### config.mk
export PLATFORM = sky130hd
export DESIGN_NAME = substring_replace_stream
export DESIGN_NICKNAME = d
export VERILOG_FILES = /design/src/hdl/srs_pkg.sv /design/src/hdl/srs_cell.sv /design/src/hdl/srs_seq.sv /design/src/hdl/substring_replace_stream.sv
export SDC_FILE = /design/constraint.sdc
export NUM_CORES = 1
export LEC_CHECK = 0
export ABC_AREA = 1
export BUFFER_PORTS_ARGS = -buffer_cell sky130_fd_sc_hd__buf_2
export CAP_MARGIN = 40
export CELL_PAD_IN_SITES_DETAIL_PLACEMENT = 1
export CELL_PAD_IN_SITES_GLOBAL_PLACEMENT = 1
export CORE_UTILIZATION = 30
export CTS_CLUSTER_SIZE = 24
export DETAILED_ROUTE_END_ITERATION = 12
export HOLD_SLACK_MARGIN = 0.06
export PLACE_DENSITY_LB_ADDON = 0.1
export SLEW_MARGIN = 20
export SYNTH_ARGS = -nofsm -noshare
export SYNTH_HDL_FRONTEND = slang
export SYNTH_SLANG_ARGS = --single-unit
export TNS_END_PERCENT = 50
### constraint.sdc
create_clock -name clk_i -period 2.2 [get_ports clk_i]
set_input_delay 0.44 -clock clk_i [delete_from_list [all_inputs] [get_ports clk_i]]
set_output_delay 0.44 -clock clk_i [all_outputs]
set_load 0.005 [all_outputs]
### src/hdl/srs_pkg.sv
// shared constants and types for the streaming find-and-replace block
// used by srs_cell, srs_seq and substring_replace_stream; no dependencies
package srs_pkg;

  localparam int unsigned CELLS      = 8;   // window depth, longest pattern
  localparam int unsigned BYTE_W     = 8;
  localparam int unsigned CNT_W      = 4;   // holds 0..CELLS
  localparam int unsigned IDX_W      = 3;   // cell index
  localparam int unsigned CFG_IDX_W  = 2;
  localparam int unsigned CFG_DATA_W = 64;
  localparam int unsigned LEN_W      = 4;

  typedef enum logic [CFG_IDX_W-1:0] {
    REG_PAT_BYTES = 2'd0,
    REG_PAT_LEN   = 2'd1,
    REG_REP_BYTES = 2'd2,
    REG_REP_LEN   = 2'd3
  } cfg_reg_e;

  // sequencer to cell row
  typedef struct packed {
    logic             load;
    logic             shift;
    logic [IDX_W-1:0] load_idx;
  } row_ctrl_t;

  // cell row to sequencer
  typedef struct packed {
    logic [CELLS-1:0]  hit_here;
    logic [CELLS-1:0]  hit_prev;
    logic [BYTE_W-1:0] head;
  } row_stat_t;

endpackage

### src/hdl/srs_cell.sv
// one window cell: holds a byte, shifts toward cell zero, compares with the pattern
// depends on srs_pkg
module srs_cell (
  input  logic                      clk_i,
  input  logic                      load_en_i,
  input  logic                      shift_en_i,
  input  logic [srs_pkg::BYTE_W-1:0] load_byte_i,
  input  logic [srs_pkg::BYTE_W-1:0] next_byte_i,
  input  logic [srs_pkg::BYTE_W-1:0] pat_here_i,
  input  logic [srs_pkg::BYTE_W-1:0] pat_prev_i,
  output logic [srs_pkg::BYTE_W-1:0] byte_o,
  output logic                      hit_here_o,
  output logic                      hit_prev_o
);
  import srs_pkg::*;

  logic [BYTE_W-1:0] byte_q;
  logic [BYTE_W-1:0] byte_d;

  always_comb begin
    byte_d = byte_q;
    if (load_en_i) begin
      byte_d = load_byte_i;
    end else if (shift_en_i) begin
      byte_d = next_byte_i;
    end
  end

  always_ff @(posedge clk_i) begin
    byte_q <= byte_d;
  end

  // compare at own position and at the position after a shift
  assign byte_o     = byte_q;
  assign hit_here_o = (byte_q == pat_here_i);
  assign hit_prev_o = (byte_q == pat_prev_i);

endmodule

### src/hdl/srs_seq.sv
// sequencer: window fill count, prefix decisions, replacement and flush, result register
// depends on srs_pkg; drives the cell row through row_ctrl_t
module srs_seq (
  input  logic                          clk_i,
  input  logic                          rst_ni,
  input  logic                          clear_i,
  input  logic [srs_pkg::LEN_W-1:0]     pat_len_i,
  input  logic [srs_pkg::LEN_W-1:0]     rep_len_i,
  input  logic [srs_pkg::CFG_DATA_W-1:0] rep_bytes_i,
  input  srs_pkg::row_stat_t            row_stat_i,
  output srs_pkg::row_ctrl_t            row_ctrl_o,
  input  logic                          in_valid_i,
  output logic                          in_ready_o,
  input  logic                          in_end_i,
  output logic                          res_valid_o,
  input  logic                          res_ready_i,
  output logic [srs_pkg::BYTE_W-1:0]    out_byte_o,
  output logic                          out_valid_o,
  output logic                          run_last_o,
  output logic                          out_end_o
);
  import srs_pkg::*;

  typedef enum logic [2:0] {
    S_IDLE,
    S_SCAN,
    S_REPL,
    S_FLUSH,
    S_MARK
  } state_e;

  state_e            state_q, state_d;
  logic [CNT_W-1:0]  cnt_q, cnt_d;
  logic              end_q, end_d;
  logic [IDX_W-1:0]  ridx_q, ridx_d;
  logic              res_valid_q, res_valid_d;
  logic [BYTE_W-1:0] ob_q, ob_d;
  logic              ov_q, ov_d;
  logic              rl_q, rl_d;
  logic              oe_q, oe_d;

  logic [CELLS-1:0]  vmask, vmask_sh;
  logic [CNT_W-1:0]  cnt_m1;
  logic              pre, pre_sh, match_sh, rep_nz, out_free;
  logic              emit, e_val, e_last;
  logic [BYTE_W-1:0] e_byte;

  assign cnt_m1   = cnt_q - CNT_W'(1);
  assign rep_nz   = (rep_len_i != '0);
  assign out_free = !res_valid_q || res_ready_i;

  always_comb begin
    for (int i = 0; i < CELLS; i++) begin
      vmask[i]    = (CNT_W'(i) < cnt_q);
      vmask_sh[i] = (i != 0) && (CNT_W'(i) < cnt_q);
    end
  end

  assign pre      = (cnt_q <= pat_len_i) && (&(row_stat_i.hit_here | ~vmask));
  assign pre_sh   = (cnt_m1 <= pat_len_i) && (&(row_stat_i.hit_prev | ~vmask_sh));
  assign match_sh = pre_sh && (pat_len_i != '0) && (cnt_m1 == pat_len_i);

  always_comb begin
    state_d     = state_q;
    cnt_d       = cnt_q;
    end_d       = end_q;
    ridx_d      = ridx_q;
    res_valid_d = res_valid_q && !res_ready_i;
    ob_d        = ob_q;
    ov_d        = ov_q;
    rl_d        = rl_q;
    oe_d        = oe_q;
    row_ctrl_o.load     = 1'b0;
    row_ctrl_o.shift    = 1'b0;
    row_ctrl_o.load_idx = cnt_q[IDX_W-1:0];
    emit   = 1'b0;
    e_val  = 1'b1;
    e_last = 1'b0;
    e_byte = row_stat_i.head;

    case (state_q)
      S_IDLE: begin
        if (in_valid_i) begin
          row_ctrl_o.load = 1'b1;
          if (clear_i) begin
            // pattern rewrite on the same edge: the new byte starts an empty window
            row_ctrl_o.load_idx = '0;
            cnt_d = CNT_W'(1);
          end else begin
            cnt_d = cnt_q + CNT_W'(1);
          end
          end_d   = in_end_i;
          state_d = S_SCAN;
        end else if (clear_i) begin
          cnt_d = '0;
        end
      end
      S_SCAN: begin
        if (cnt_q != '0 && !pre) begin
          if (out_free) begin
            emit   = 1'b1;
            e_last = pre_sh && !(match_sh && rep_nz)
                     && !(end_q && !match_sh && cnt_m1 != '0);
            row_ctrl_o.shift = 1'b1;
            cnt_d  = cnt_m1;
          end
        end else if (pat_len_i != '0 && cnt_q == pat_len_i) begin
          cnt_d  = '0;
          ridx_d = '0;
          if (rep_nz) begin
            state_d = S_REPL;
          end else if (end_q) begin
            state_d = S_MARK;
          end else begin
            state_d = S_IDLE;
          end
        end else if (end_q && cnt_q != '0) begin
          state_d = S_FLUSH;
        end else begin
          state_d = S_IDLE;
          if (clear_i) begin
            cnt_d = '0;
          end
        end
      end
      S_REPL: begin
        if (out_free) begin
          emit   = 1'b1;
          e_byte = rep_bytes_i[ridx_q*BYTE_W +: BYTE_W];
          e_last = ({1'b0, ridx_q} == rep_len_i - LEN_W'(1));
          ridx_d = ridx_q + IDX_W'(1);
          if (e_last) begin
            state_d = S_IDLE;
          end
        end
      end
      S_FLUSH: begin
        if (out_free) begin
          emit   = 1'b1;
          e_last = (cnt_q == CNT_W'(1));
          row_ctrl_o.shift = 1'b1;
          cnt_d  = cnt_m1;
          if (e_last) begin
            state_d = S_IDLE;
          end
        end
      end
      S_MARK: begin
        if (out_free) begin
          emit    = 1'b1;
          e_byte  = '0;
          e_val   = 1'b0;
          e_last  = 1'b1;
          state_d = S_IDLE;
        end
      end
      default: begin
        state_d = S_IDLE;
        cnt_d   = '0;
      end
    endcase

    if (emit) begin
      res_valid_d = 1'b1;
      ob_d = e_byte;
      ov_d = e_val;
      rl_d = e_last;
      oe_d = end_q && e_last;
    end
  end

  always_ff @(posedge clk_i or negedge rst_ni) begin
    if (!rst_ni) begin
      state_q     <= S_IDLE;
      cnt_q       <= '0;
      end_q       <= 1'b0;
      ridx_q      <= '0;
      res_valid_q <= 1'b0;
      ob_q        <= '0;
      ov_q        <= 1'b0;
      rl_q        <= 1'b0;
      oe_q        <= 1'b0;
    end else begin
      state_q     <= state_d;
      cnt_q       <= cnt_d;
      end_q       <= end_d;
      ridx_q      <= ridx_d;
      res_valid_q <= res_valid_d;
      ob_q        <= ob_d;
      ov_q        <= ov_d;
      rl_q        <= rl_d;
      oe_q        <= oe_d;
    end
  end

  assign in_ready_o  = (state_q == S_IDLE);
  assign res_valid_o = res_valid_q;
  assign out_byte_o  = ob_q;
  assign out_valid_o = ov_q;
  assign run_last_o  = rl_q;
  assign out_end_o   = oe_q;

  // room for one more byte whenever a new beat can be taken
  a_room: assert property (@(posedge clk_i) disable iff (!rst_ni)
    state_q == S_IDLE |-> cnt_q < CNT_W'(CELLS))
    else $error("window full while idle");

  // replacement only runs with the window cleared
  a_repl_clear: assert property (@(posedge clk_i) disable iff (!rst_ni)
    state_q == S_REPL |-> cnt_q == '0)
    else $error("window not cleared during replacement");

  a_ctrl: assert property (@(posedge clk_i) disable iff (!rst_ni)
    !(row_ctrl_o.load && row_ctrl_o.shift))
    else $error("cell row loaded and shifted together");

  a_end_last: assert property (@(posedge clk_i) disable iff (!rst_ni)
    res_valid_q && oe_q |-> rl_q)
    else $error("end of string not on last result");

  a_mark: assert property (@(posedge clk_i) disable iff (!rst_ni)
    res_valid_q && !ov_q |-> rl_q && oe_q)
    else $error("empty marker without end flags");

endmodule

### src/hdl/substring_replace_stream.sv
// top level of the streaming find-and-replace block: config registers, cell row, sequencer
// depends on srs_pkg, srs_cell and srs_seq
//
//  channel   handshake                 payload
//  input     in_valid_i / in_ready_o   in_byte_i, in_end_i
//  result    res_valid_o / res_ready_i out_byte_o, out_valid_o, run_last_o, out_end_o
//  config    cfg_we_i (no wait)        cfg_idx_i, cfg_data_i
//
// an input beat causes n results (0 to 8): the byte is loaded into the cell row, the scan
// state shifts out bytes that leave the pattern prefix and then decides on the rest
// result bytes leave one per cycle through the single result register unless it stalls,
// paced by the one-position shift of the cell chain or the replacement index
// a stalled result register holds the sequencer; no input is taken until all results
// of the previous beat are in the register
// reset clears the window count and config registers; no clearing pass
module substring_replace_stream (
  input  logic                           clk_i,
  input  logic                           rst_ni,
  input  logic                           in_valid_i,
  output logic                           in_ready_o,
  input  logic [srs_pkg::BYTE_W-1:0]     in_byte_i,
  input  logic                           in_end_i,
  output logic                           res_valid_o,
  input  logic                           res_ready_i,
  output logic [srs_pkg::BYTE_W-1:0]     out_byte_o,
  output logic                           out_valid_o,
  output logic                           run_last_o,
  output logic                           out_end_o,
  input  logic                           cfg_we_i,
  input  logic [srs_pkg::CFG_IDX_W-1:0]  cfg_idx_i,
  input  logic [srs_pkg::CFG_DATA_W-1:0] cfg_data_i
);
  import srs_pkg::*;

  // configuration registers
  logic [CFG_DATA_W-1:0] pat_bytes_q, pat_bytes_d;
  logic [LEN_W-1:0]      pat_len_q, pat_len_d;
  logic [CFG_DATA_W-1:0] rep_bytes_q, rep_bytes_d;
  logic [LEN_W-1:0]      rep_len_q, rep_len_d;
  logic                  clear;

  logic [LEN_W-1:0] pat_len_eff, rep_len_eff;

  row_ctrl_t row_ctrl;
  row_stat_t row_stat;

  logic [BYTE_W-1:0] cell_byte [CELLS];

  always_comb begin
    pat_bytes_d = pat_bytes_q;
    pat_len_d   = pat_len_q;
    rep_bytes_d = rep_bytes_q;
    rep_len_d   = rep_len_q;
    clear       = 1'b0;
    if (cfg_we_i) begin
      case (cfg_reg_e'(cfg_idx_i))
        REG_PAT_BYTES: begin
          pat_bytes_d = cfg_data_i;
          clear       = 1'b1;  // new pattern drops pending window bytes
        end
        REG_PAT_LEN: begin
          pat_len_d = cfg_data_i[LEN_W-1:0];
          clear     = 1'b1;
        end
        REG_REP_BYTES: begin
          rep_bytes_d = cfg_data_i;
        end
        REG_REP_LEN: begin
          rep_len_d = cfg_data_i[LEN_W-1:0];
        end
        default: begin
          clear = 1'b0;
        end
      endcase
    end
  end

  always_ff @(posedge clk_i or negedge rst_ni) begin
    if (!rst_ni) begin
      pat_bytes_q <= '0;
      pat_len_q   <= '0;
      rep_bytes_q <= '0;
      rep_len_q   <= '0;
    end else begin
      pat_bytes_q <= pat_bytes_d;
      pat_len_q   <= pat_len_d;
      rep_bytes_q <= rep_bytes_d;
      rep_len_q   <= rep_len_d;
    end
  end

  // lengths above the window depth saturate
  assign pat_len_eff = (pat_len_q > LEN_W'(CELLS)) ? LEN_W'(CELLS) : pat_len_q;
  assign rep_len_eff = (rep_len_q > LEN_W'(CELLS)) ? LEN_W'(CELLS) : rep_len_q;

  // row of window cells; cell zero holds the oldest pending byte
  for (genvar g = 0; g < CELLS; g++) begin : g_cell
    logic [BYTE_W-1:0] next_byte;
    logic [BYTE_W-1:0] pat_prev;

    if (g == CELLS - 1) begin : g_tail
      assign next_byte = '0;
    end else begin : g_mid
      assign next_byte = cell_byte[g+1];
    end

    // cell zero has no position before it; its shifted compare is masked off
    if (g == 0) begin : g_head
      assign pat_prev = '0;
    end else begin : g_body
      assign pat_prev = pat_bytes_q[(g-1)*BYTE_W +: BYTE_W];
    end

    srs_cell u_cell (
      .clk_i       (clk_i),
      .load_en_i   (row_ctrl.load && (row_ctrl.load_idx == IDX_W'(g))),
      .shift_en_i  (row_ctrl.shift),
      .load_byte_i (in_byte_i),
      .next_byte_i (next_byte),
      .pat_here_i  (pat_bytes_q[g*BYTE_W +: BYTE_W]),
      .pat_prev_i  (pat_prev),
      .byte_o      (cell_byte[g]),
      .hit_here_o  (row_stat.hit_here[g]),
      .hit_prev_o  (row_stat.hit_prev[g])
    );
  end

  assign row_stat.head = cell_byte[0];

  // decides shifts, replacement and flush; owns the result register
  srs_seq u_seq (
    .clk_i       (clk_i),
    .rst_ni      (rst_ni),
    .clear_i     (clear),
    .pat_len_i   (pat_len_eff),
    .rep_len_i   (rep_len_eff),
    .rep_bytes_i (rep_bytes_q),
    .row_stat_i  (row_stat),
    .row_ctrl_o  (row_ctrl),
    .in_valid_i  (in_valid_i),
    .in_ready_o  (in_ready_o),
    .in_end_i    (in_end_i),
    .res_valid_o (res_valid_o),
    .res_ready_i (res_ready_i),
    .out_byte_o  (out_byte_o),
    .out_valid_o (out_valid_o),
    .run_last_o  (run_last_o),
    .out_end_o   (out_end_o)
  );

endmodule
=== After elaboration in Yosys (flattened, before gate mapping) ===
Index checks and enable logic that the tools add are counted.

* $add $sub $neg: 4
* Magnitude comparators: 12
* Equality and inequality tests: 42
* Shift operators: 1
* Muxes and demuxes: 64
* Bitwise operators: 5
* Reductions and logical operators: 59

{| class="wikitable"
|+ Operator list
! kind !! number
|-
| 8-bit two-way mux || 18
|-
| 8-bit == test || 15
|-
| 64-bit by 7-bit variable part select with 8-bit output || 1
|-
| 3-bit two-way mux || 16
|-
| 4-bit two-way mux || 9
|-
| 1-bit logical AND || 22
|-
| 2-bit nonzero test || 9
|-
| 3-bit by 4-bit less-than comparator with 1-bit output, first input constant || 4
|-
| 8-bit NOT || 2
|-
| 8-bit bitwise OR || 2
|-
| 4-bit case mux with 4 select lines || 1
|-
| 8-bit case mux with 2 select lines || 1
|-
| 8-bit AND reduction || 2
|-
| 4-bit nonzero test || 4
|-
| 3-bit == test, second input constant || 5
|-
| 3-bit case mux with 5 select lines || 1
|-
| 1-bit two-way mux || 13
|-
| 3-bit by 2-bit == test with 1-bit output, second input constant || 4
|-
| 2-bit by 1-bit != test with 1-bit output, second input constant || 6
|-
| 2-bit AND reduction || 6
|-
| 4-bit == test || 2
|-
| 4-bit > comparator, second input constant || 2
|-
| 4-bit less-or-equal comparator || 2
|-
| 8-bit logical NOT || 1
|-
| other kinds (25) || 39
|}

* Register bits: 223
* Input bits: 80
* Output and inout port bits: 13
* Logic and storage cells: 208

=== Depth between registers and ports, before layout ===
Gate-level depths: netlist of the first run.

* Depth after elaboration: 16
* Gate-level depth with buffers: 17
* Mapped depth without buffers: 17

=== Hierarchy ===
Synthesis of the first run repeated with hierarchy kept, for this count alone.

* Cell total of the unflattened synthesis: 2033
* Area, all modules: 13869.6 um2

{| class="wikitable"
|+ By module, submodules not included
! module !! times used !! cells an instance !! area an instance (um2) !! seq. area each (um2)
|-
| substring_replace_stream || 1 || 616 || 5809.3 || 3403.3
|-
| srs_cell || 8 || 121 || 670.6 || 240.2
|-
| srs_seq || 1 || 449 || 2695.1 || 575.6
|}

=== Worst setup path after synthesis of the first run ===
Ideal clock, no wire load.

* Path type: reg-to-reg
* Start point: register u_seq.cnt_q[0]
* End point: register g_cell[0].u_cell.byte_q[0], enable pin
* Library setup time: 328 ps
* Arrival: 1932 ps
* Data required time: 1872 ps
* Setup slack: -60 ps
* Cell stages (with the launch flop): 12
* Path buffers: 0
* Clock period less this slack: 2260 ps
* Path through: dfrtp_1 > inv_1 > ha_1 > inv_1 > nor3_1 > a21oi_1 > nor2_1 > nand2_1 > nor2_1 > nand2_4 > nand4_4 > nand3_1

* Cells in the longest elaborated chain, start to end: 10
* Elaborated cells on any way between the ends: 24
* Classes of those cells: order compare: 9; mux: 5; bitwise: 2; reduce/logical: 8

{| class="wikitable"
|+ Ends and longest elaborated chain
! element !! line !! source
|-
| from (decl) || srs_seq.sv:33 || <nowiki>logic [CNT_W-1:0] cnt_q, cnt_d;</nowiki>
|-
| from (signal assigned) || srs_seq.sv:185 || <nowiki>cnt_q <= cnt_d;</nowiki>
|-
| 1-bit by 4-bit less-than comparator with 1-bit output (tied with other cells) || srs_seq.sv:54 || <nowiki>vmask[i] = (CNT_W'(i) < cnt_q);</nowiki>
|-
| 8-bit NOT || srs_seq.sv:59 || <nowiki>assign pre = (cnt_q <= pat_len_i) && (&(row_stat_i.hit_here | ~vmask));</nowiki>
|-
| 8-bit bitwise OR || srs_seq.sv:59 ||
|-
| 8-bit AND reduction || srs_seq.sv:59 ||
|-
| 1-bit logical AND || srs_seq.sv:59 ||
|-
| 1-bit logical NOT || srs_seq.sv:99 || <nowiki>if (cnt_q != '0 && !pre) begin</nowiki>
|-
| 1-bit logical AND || srs_seq.sv:99 ||
|-
| 1-bit two-way mux || srs_seq.sv:99 ||
|-
| 1-bit case mux with 2 select lines || srs_seq.sv:81 || <nowiki>case (state_q)</nowiki>
|-
| 2-bit nonzero test (no line) * || n/a ||
|-
| to (signal assigned) || srs_cell.sv:30 || <nowiki>byte_q <= byte_d;</nowiki>
|-
| to (decl) || srs_cell.sv:17 || <nowiki>logic [BYTE_W-1:0] byte_q;</nowiki>
|}

Every way passes the cells marked *; elsewhere a longest branch is shown, timed or not.
A chain may end at the register's enable or synchronous reset.

=== Final worst setup path of the first run ===
* Start point: register pat_len_q[3]
* End point: register g_cell[6].u_cell.byte_q[0], enable pin

* Cells in the longest elaborated chain, start to end: 9

{| class="wikitable"
|+ Ends and longest elaborated chain
! element !! line !! source
|-
| from (decl) || substring_replace_stream.sv:37 || <nowiki>logic [LEN_W-1:0] pat_len_q, pat_len_d;</nowiki>
|-
| from (signal assigned) || substring_replace_stream.sv:86 || <nowiki>pat_len_q <= pat_len_d;</nowiki>
|-
| 4-bit > comparator || substring_replace_stream.sv:93 || <nowiki>assign pat_len_eff = (pat_len_q > LEN_W'(CELLS)) ? LEN_W'(CELLS) : pat_len_q;</nowiki>
|-
| 4-bit two-way mux * || substring_replace_stream.sv:93 ||
|-
| 4-bit less-or-equal comparator * || srs_seq.sv:59 ||
|-
| 1-bit logical AND * || srs_seq.sv:59 ||
|-
| 1-bit logical NOT * || srs_seq.sv:99 ||
|-
| 1-bit logical AND * || srs_seq.sv:99 ||
|-
| 1-bit two-way mux * || srs_seq.sv:99 ||
|-
| 1-bit case mux with 2 select lines * || srs_seq.sv:81 ||
|-
| 2-bit nonzero test (no line) * || n/a ||
|-
| to (signal assigned) || srs_cell.sv:30 ||
|-
| to (decl) || srs_cell.sv:17 ||
|}

Marked as above.

==> impl_metrics.yaml, run 1 <==
floorplan:
  core-area_mm2: 0.03892
  die_area_mm2: 0.04045
  initial_core_util: 0.3056
  die_w_um: 201.1
  design.portCount: 93
  dieHeight_um: 201.1
  std_cell_rows: 72
drt:
  vias: 10380
  postRouteAntennaNets: 0
  dr.pass1.iters: 5
  initialDrtViolationCount: 525
  wire_per_inst_um: 20.04
  viasPerCell: 4.733
  drc: 0
  wirelength_um: 43930
critical_path:
  rr_startpoint: "pat_len_q[3]"
  arrival_ns: 2.61
  worstPathMaxFanout: 8
  crit_required_ns: 2.49
  cp-start-kind: "flip-flop"
  crit_type: "reg2reg"
  cp-startpoint: "pat_len_q[3]"
  end_kind: "flip-flop"
global_routing:
  grt_overflow: 0
  grt.total_usage: 0.2212
  grt_pass1_vias: 10870
  grt_pass1_wl_um: 67730
  antenna_found_initial: 0
  grt_max_degree: 69
timing:
  hold_viol: 0
  slew_violations: 0
  worst_pin_slew_ns: 0.5819
  setup_tns_ns: -4.382
  hold_slack_ns: 0.1278
  setup_ws_ns: -0.1137
  period_share: 1.052
  rsz0062_at_grt: "true"
  period_needed_ns: 2.314
  setup_viol: 75
  final.setup_skew_ns: 0.01604
  maxSlewHeadroom: 0.6116
  fmax_mhz: 432.2
layout:
  final_util: 0.3947
  drive_gt1_frac: 0.2389
  multi_input_comb_area_mm2: 0.005529
  n_antenna_cell: 0
  fillers: 4635
  syn2layout_area_growth_pct: 29.16
  regArea_mm2: 0.005906
  nNetsFinal: 1747
cts:
  h-tree-depth: 1
  cts_tree: "built"
  cts.sinks: 223
  clock_path_buffers: 3
  cts.clk_slew.worst_paths_ns: 0.06
  cts_root_buf: "clkbuf_16"
  numCtsBuffers: 28
  insertion_delay_ns: 0.58
hold_path:
  hold_class: "in2reg"
  hp-start: "cfg_data_i[36]"
yosys:
  synth_cells: 1430
  synthTopCellsByArea: "dfrtp_1 (33%), edfxtp_1 (16%), nand2_1 (13%)"
  async_reset_ff_frac: 0.7130
  ys_seq_area_frac: 0.4961
  synth_top_area_share: 0.3345
  synth_cell_type_count: 40
  synth_edf_count: 64
  synth.avg_cell_area_um2: 8.317
  yosys.area.top_type: "dfrtp_1"
  synth_warnings: 0
  syn-num-nets: 1525
  syn_area_mm2: 0.01189
  synth_ff_type: "dfrtp_1"
  synth_seq_cells: 223
placed_design:
  dp.final_hpwl_um: 34200
  place.gp.congestion: 0.8665
  port_buffers: 92
  pre_cts_ws_ns: -0.2281
pwr:
  ir_drop_v: 0.0005864
  power_mw: 19.98
  power.density_mw_per_mm2: 1301
  leakage_nw: 7.247
job:
  drv_cap: 0
outcome:
  status: "finished, violations left"
  violations: "setup timing"
stage by stage:
| stage | instance area (um^2) | cells |
|---|---|---|
| after floorplan | 11890 | 1430 |
| after global placement | 13980 | 2125 |
| after detailed placement | 13980 | 2125 |
| after CTS | 15080 | 2183 |
| after global routing | 15360 | 2192 |
| final | 15360 | 2192 |
kinds of logic (layout without fill, tap and decap cells):
group / Yosys count / count (layout) / share of synthesized area
flip-flops: 223 / 223 / 0.4961
AND/OR/NAND/NOR: 598 / 599 / 0.2068
AO/OA/AOI/OAI: 286 / 286 / 0.1345
adder cells (fa/ha/maj): 15 / 15 / 0.01578
buffers and inverters: 200 / 443 / 0.06722
XOR/XNOR: 108 / 108 / 0.07953
cells in the final DEF, fill, tap and decap left out, types with 5 or more instances in the layout:
cell type,Yosys,final
a32o_1,5,5
buf_12,0,14
buf_2,4,91
buf_4,1,121
buf_6,5,11
clkbuf_16,0,28
clkinv_1,2,7
clkinv_2,0,7
dfrtp_1,159,155
edfxtp_1,64,64
ha_1,15,8
ha_4,0,6
inv_1,141,134
inv_2,7,13
nand2_1,424,401
nand2_2,5,25
nand2_4,4,7
nand3_1,35,30
nor2_1,100,93
nor2_2,3,6
nor2_4,2,6
o21ai_0,215,214
o21ai_1,15,15
o21ai_2,18,18
o221ai_1,16,16
or2_2,9,9
xnor2_1,96,96
xor2_1,12,10
repair_timing:
action / in CTS / in global routing
hold buffers: 2 / 0
hold endpoints to repair: 37 / 0
pin swaps: 13 / 27
endpoints found under the setup margin: 86 / 87
resized for setup: 40 / 50
cloned: 1 / 0
buffers inserted: 3 / 9
cell usage after synthesis, drive strengths merged, types with 3 or more instances:
cell type	number
o21ai	248
nor2	106
inv	149
dfrtp	159
nand2	433
a32o	5
xor2	12
nand3b	3
nand3	36
edfxtp	64
ha	15
a21oi	9
o221ai	16
clkbuf	39
xnor2	96
buf	10
nor3	7
or2	9
nand4	4
power by group:
part | internal, mW | total (mW) | leakage [nW] | switching, mW
combinational | 3.80 | 8.36 | 4.22 | 4.57
clock | 2.53 | 4.50 | 0.440 | 1.97
sequential | 5.84 | 7.11 | 2.59 | 1.27
total | 12.2 | 20.0 | 7.25 | 7.80
state kept, by name, indices dropped and copies added, names as in the netlist:
signal and count:
u_seq.out_valid_o 1, rep_bytes_q 64, u_seq.res_valid_o 1, g_cell.u_cell.byte_o 64, pat_bytes_q 64, u_seq.ridx_q 3, pat_len_q 4, u_seq.run_last_o 1
rep_len_q 4, u_seq.state_q 3, u_seq.out_end_o 1, u_seq.end_q 1, u_seq.cnt_q 4, u_seq.out_byte_o 8
per-layer routing:
layer / wire length [um] / GRT usage
met5: 0 / 0
met4: 1304 / 0.06107
met3: 1372 / 0.02332
met2: 21010 / 0.3704
met1: 20240 / 0.3025
critical path, stage by stage, from the launching register on:
cell and delay (ns):
dfrtp_1 0.38, inv_2 0.12, nand2_4 0.07, ha_4 0.26, inv_2 0.04, o21bai_1 0.13, nand2_1 0.08, a21oi_2 0.13
nor2_1 0.05, nand2_1 0.06, nor2_2 0.05, nand2_4 0.12, nand4_4 0.21, nand3_2 0.15, buf_6 0.16
worst paths after layout:
| path | end | cells past startpoint | slack, ns |
|---|---|---|---|
| worst max-delay path | g_cell[6].u_cell.byte_o[0] | 14 | -0.11 |
| worst min register to register | u_seq.run_last_o | 2 | 0.47 |
| max in group asynchronous | pat_bytes_q[37] | 3 | 1.18 |
| worst min-delay path | pat_bytes_q[36] | 3 | 0.13 |
| worst max register to register | g_cell[6].u_cell.byte_o[0] | 14 | -0.11 |
| min in group asynchronous | u_seq.out_valid_o | 2 | 0.39 |
cell type report:
cell class | instances | area share
Sequential cell | 223 | 0.3844
Multi-Input combinational cell | 1008 | 0.3599
Timing Repair Buffer | 240 | 0.1174
Clock buffer | 32 | 0.04789
Tap cell | 518 | 0.04219
Inverter | 151 | 0.03755
Clock inverter | 20 | 0.01067
(Power assumes the default switching activity.)
==> inputs of run 2 (changes only) <==
--- a/config.mk
+++ b/config.mk
@@ -13,6 +13,7 @@
 export CORE_UTILIZATION = 30
 export CTS_CLUSTER_SIZE = 24
 export DETAILED_ROUTE_END_ITERATION = 12
+export GPL_TIMING_DRIVEN = 0
 export HOLD_SLACK_MARGIN = 0.06
 export PLACE_DENSITY_LB_ADDON = 0.1
 export SLEW_MARGIN = 20
==> constraint.sdc (replaced) <==
create_clock -name clk_i -period 2.65 [get_ports clk_i]
set_input_delay 0.53 -clock clk_i [delete_from_list [all_inputs] [get_ports clk_i]]
set_output_delay 0.53 -clock clk_i [all_outputs]
set_load 0.005 [all_outputs]
==> run 2 against run 1 <==
- the run now ends clean
- clock power decreased by 16%
- die area unchanged
- first-iteration DRC count decreased by 0.19%
- combinational power decreased by 36%
- cell count decreased by 3.9%
- clock-buffer cell count increased by 7
- total power decreased by 24%
- global-route usage about the same
- critical path depth decreased by 1
==> impl_metrics.yaml, run 2 (synthesis results as in run 1) <==
cts:
  cts.clk_slew.worst_paths_ns: 0.06
  cts_root_buf: "clkbuf_16"
  clock_path_buffers: 3
  cts.sinks: 223
  h-tree-depth: 1
  numCtsBuffers: 27
  cts_tree: "built"
  insertion_delay_ns: 0.56
timing:
  setup_viol: 0
  setup_tns_ns: 0
  hold_slack_ns: 0.1903
  maxSlewHeadroom: 0.5291
  final.setup_skew_ns: 0.01081
  period_needed_ns: 2.498
  slew_violations: 0
  fmax_mhz: 400.3
  worst_pin_slew_ns: 0.7055
  period_share: 0.9428
  hold_viol: 0
hold_path:
  whs_path_depth: 3
  whs_endpoint: "u_seq.end_q"
  hp-start: "in_end_i"
  hold_class: "in2reg"
floorplan:
  die_w_um: 201.1
  core-area_mm2: 0.03892
  design.portCount: 93
  die_area_mm2: 0.04045
  std_cell_rows: 72
  initial_core_util: 0.3056
  dieHeight_um: 201.1
global_routing:
  grt_overflow: 0
  grt.total_usage: 0.2212
  grt_max_degree: 77
  grt_pass1_vias: 10750
  grt_pass1_wl_um: 66340
  antenna_found_initial: 0
critical_path:
  worstPathMaxFanout: 7
  r2r-end: "u_seq.out_end_o"
  reg2reg_depth: 13
  rr_startpoint: "u_seq.cnt_q[1]"
  path_cells: "inv_1 -> ha_2 -> xor2_1 -> ha_1 -> nand2_1 -> o21ai_0 -> o21ai_0 -> nand2_1 -> nor2_1 -> nand3_1 -> o21ai_2 -> nand3_1 -> nand2_1"
  r2r_slack_ns: 0.15
  cp_slowest_stage_delay_ns: 0.47
  crit_top_cell: "nand2_1"
  cp-start-kind: "flip-flop"
  crit_type: "reg2reg"
  end_kind: "flip-flop"
  arrival_ns: 2.99
  crit_required_ns: 3.14
  slowest_stage: "dfrtp_2"
drt:
  viasPerCell: 4.804
  vias: 10120
  postRouteAntennaNets: 0
  drc: 0
  wire_per_inst_um: 20.91
  dr.pass1.iters: 8
  initialDrtViolationCount: 524
  wirelength_um: 44070
placed_design:
  dp.final_hpwl_um: 34060
  place.gp.congestion: 0.8660
  port_buffers: 92
layout:
  layout_commonest_cell: "nand2_1"
  nNetsFinal: 1664
  n_antenna_cell: 0
  layout_common_cells: "nand2_1 (424), o21ai_0 (215), dfrtp_1 (155)"
  syn2layout_area_growth_pct: 19.70
  drive_gt1_frac: 0.1473
pwr:
  ir_drop_v: 0.0004485
  leakage_nw: 6.636
  power.density_mw_per_mm2: 1066
outcome:
  status: "complete, no violations"
job:
  drv_cap: 0
[run 2: cell types whose count changed in the layout (fill, tap and decap cells not counted), sizes merged]
cell,before,now
dlygate4sd3,2,1
bufinv,1,2
clkinvlp,2,1
inv,150,149
clkbuf,32,78
nand4,5,4
buf,238,119
clkinv,18,9
[run 2: per-stage QoR]
step / cell area [um^2] / setup WS, ns / util / total power [mW] / std cells
after floorplan: 11890 / 0.3897 / - / 9.313 / 1430
after global placement: 13000 / -1.735 / 0.3341 / 11.12 / 2040
after detailed placement: 13070 / -0.4996 / 0.3358 / 11.25 / 2042
after CTS: 14100 / -0.04231 / 0.3623 / 15.24 / 2097
after global routing: 14240 / -0.03842 / 0.3658 / 16.25 / 2107
final: 14240 / 0.1517 / 0.3658 / 15.18 / 2107
[run 2: layout make-up]
cell class,count,area [um^2]
Multi-Input combinational cell,1007,5325
Fill cell,4708,24680
Clock buffer,39,780.7
Sequential cell,223,5906
Buffer,49,230.2
Inverter,151,575.6
Timing Repair Buffer,110,671.9
Tap cell,518,648.1
Clock inverter,10,100.1
[run 2: per-layer routing]
| metal | up-vias | global-route usage | wire length [um] |
|---|---|---|---|
| met1 | 4985 | 0.2886 | 19830 |
| li1 | 4904 | - | - |
| met5 | - | 0 | 0 |
| met2 | 174 | 0.3814 | 21610 |
| met3 | 60 | 0.02624 | 1363 |
| met4 | 0 | 0.06843 | 1259 |
[run 2: timing repair]
item / 4_1_cts / 5_1_grt
pin swaps: 0 / 2
setup buffers: 5 / 7
resized for setup: 19 / 12
hold buffers: 1 / 0
endpoints found under the setup margin: 85 / 84
hold endpoints to repair: 22 / 0
[run 2: critical path, delay by kind of cell, from the launching register on]
family / cells / cell delay, ns
fa+ha+maj: 2 / 0.52
compound gates: 3 / 0.42
xor+xnor: 1 / 0.26
flops: 1 / 0.47
simple gates: 6 / 0.60
buf+inv: 1 / 0.19
[run 2: worst max path at each step]
stage                         from                          to  slack, ns  cells after the start
floorplan           u_seq.cnt_q[0]  g_cell[0].u_cell.byte_o[0]       0.39                     11
detailed placement  u_seq.cnt_q[0]  g_cell[2].u_cell.byte_o[6]      -0.50                     11
CTS                   pat_len_q[3]  g_cell[7].u_cell.byte_o[7]      -0.04                     13
finish              u_seq.cnt_q[1]             u_seq.out_end_o       0.15                     13
global route        u_seq.cnt_q[1]             u_seq.out_end_o      -0.04                     13
global placement            rst_ni             pat_bytes_q[36]      -1.73                      1
[run 2: report_power, final]
part	switching, mW	internal [mW]
logic	3.14	2.18
registers	1.24	4.86
clock network	1.54	2.22
total	5.92	9.26
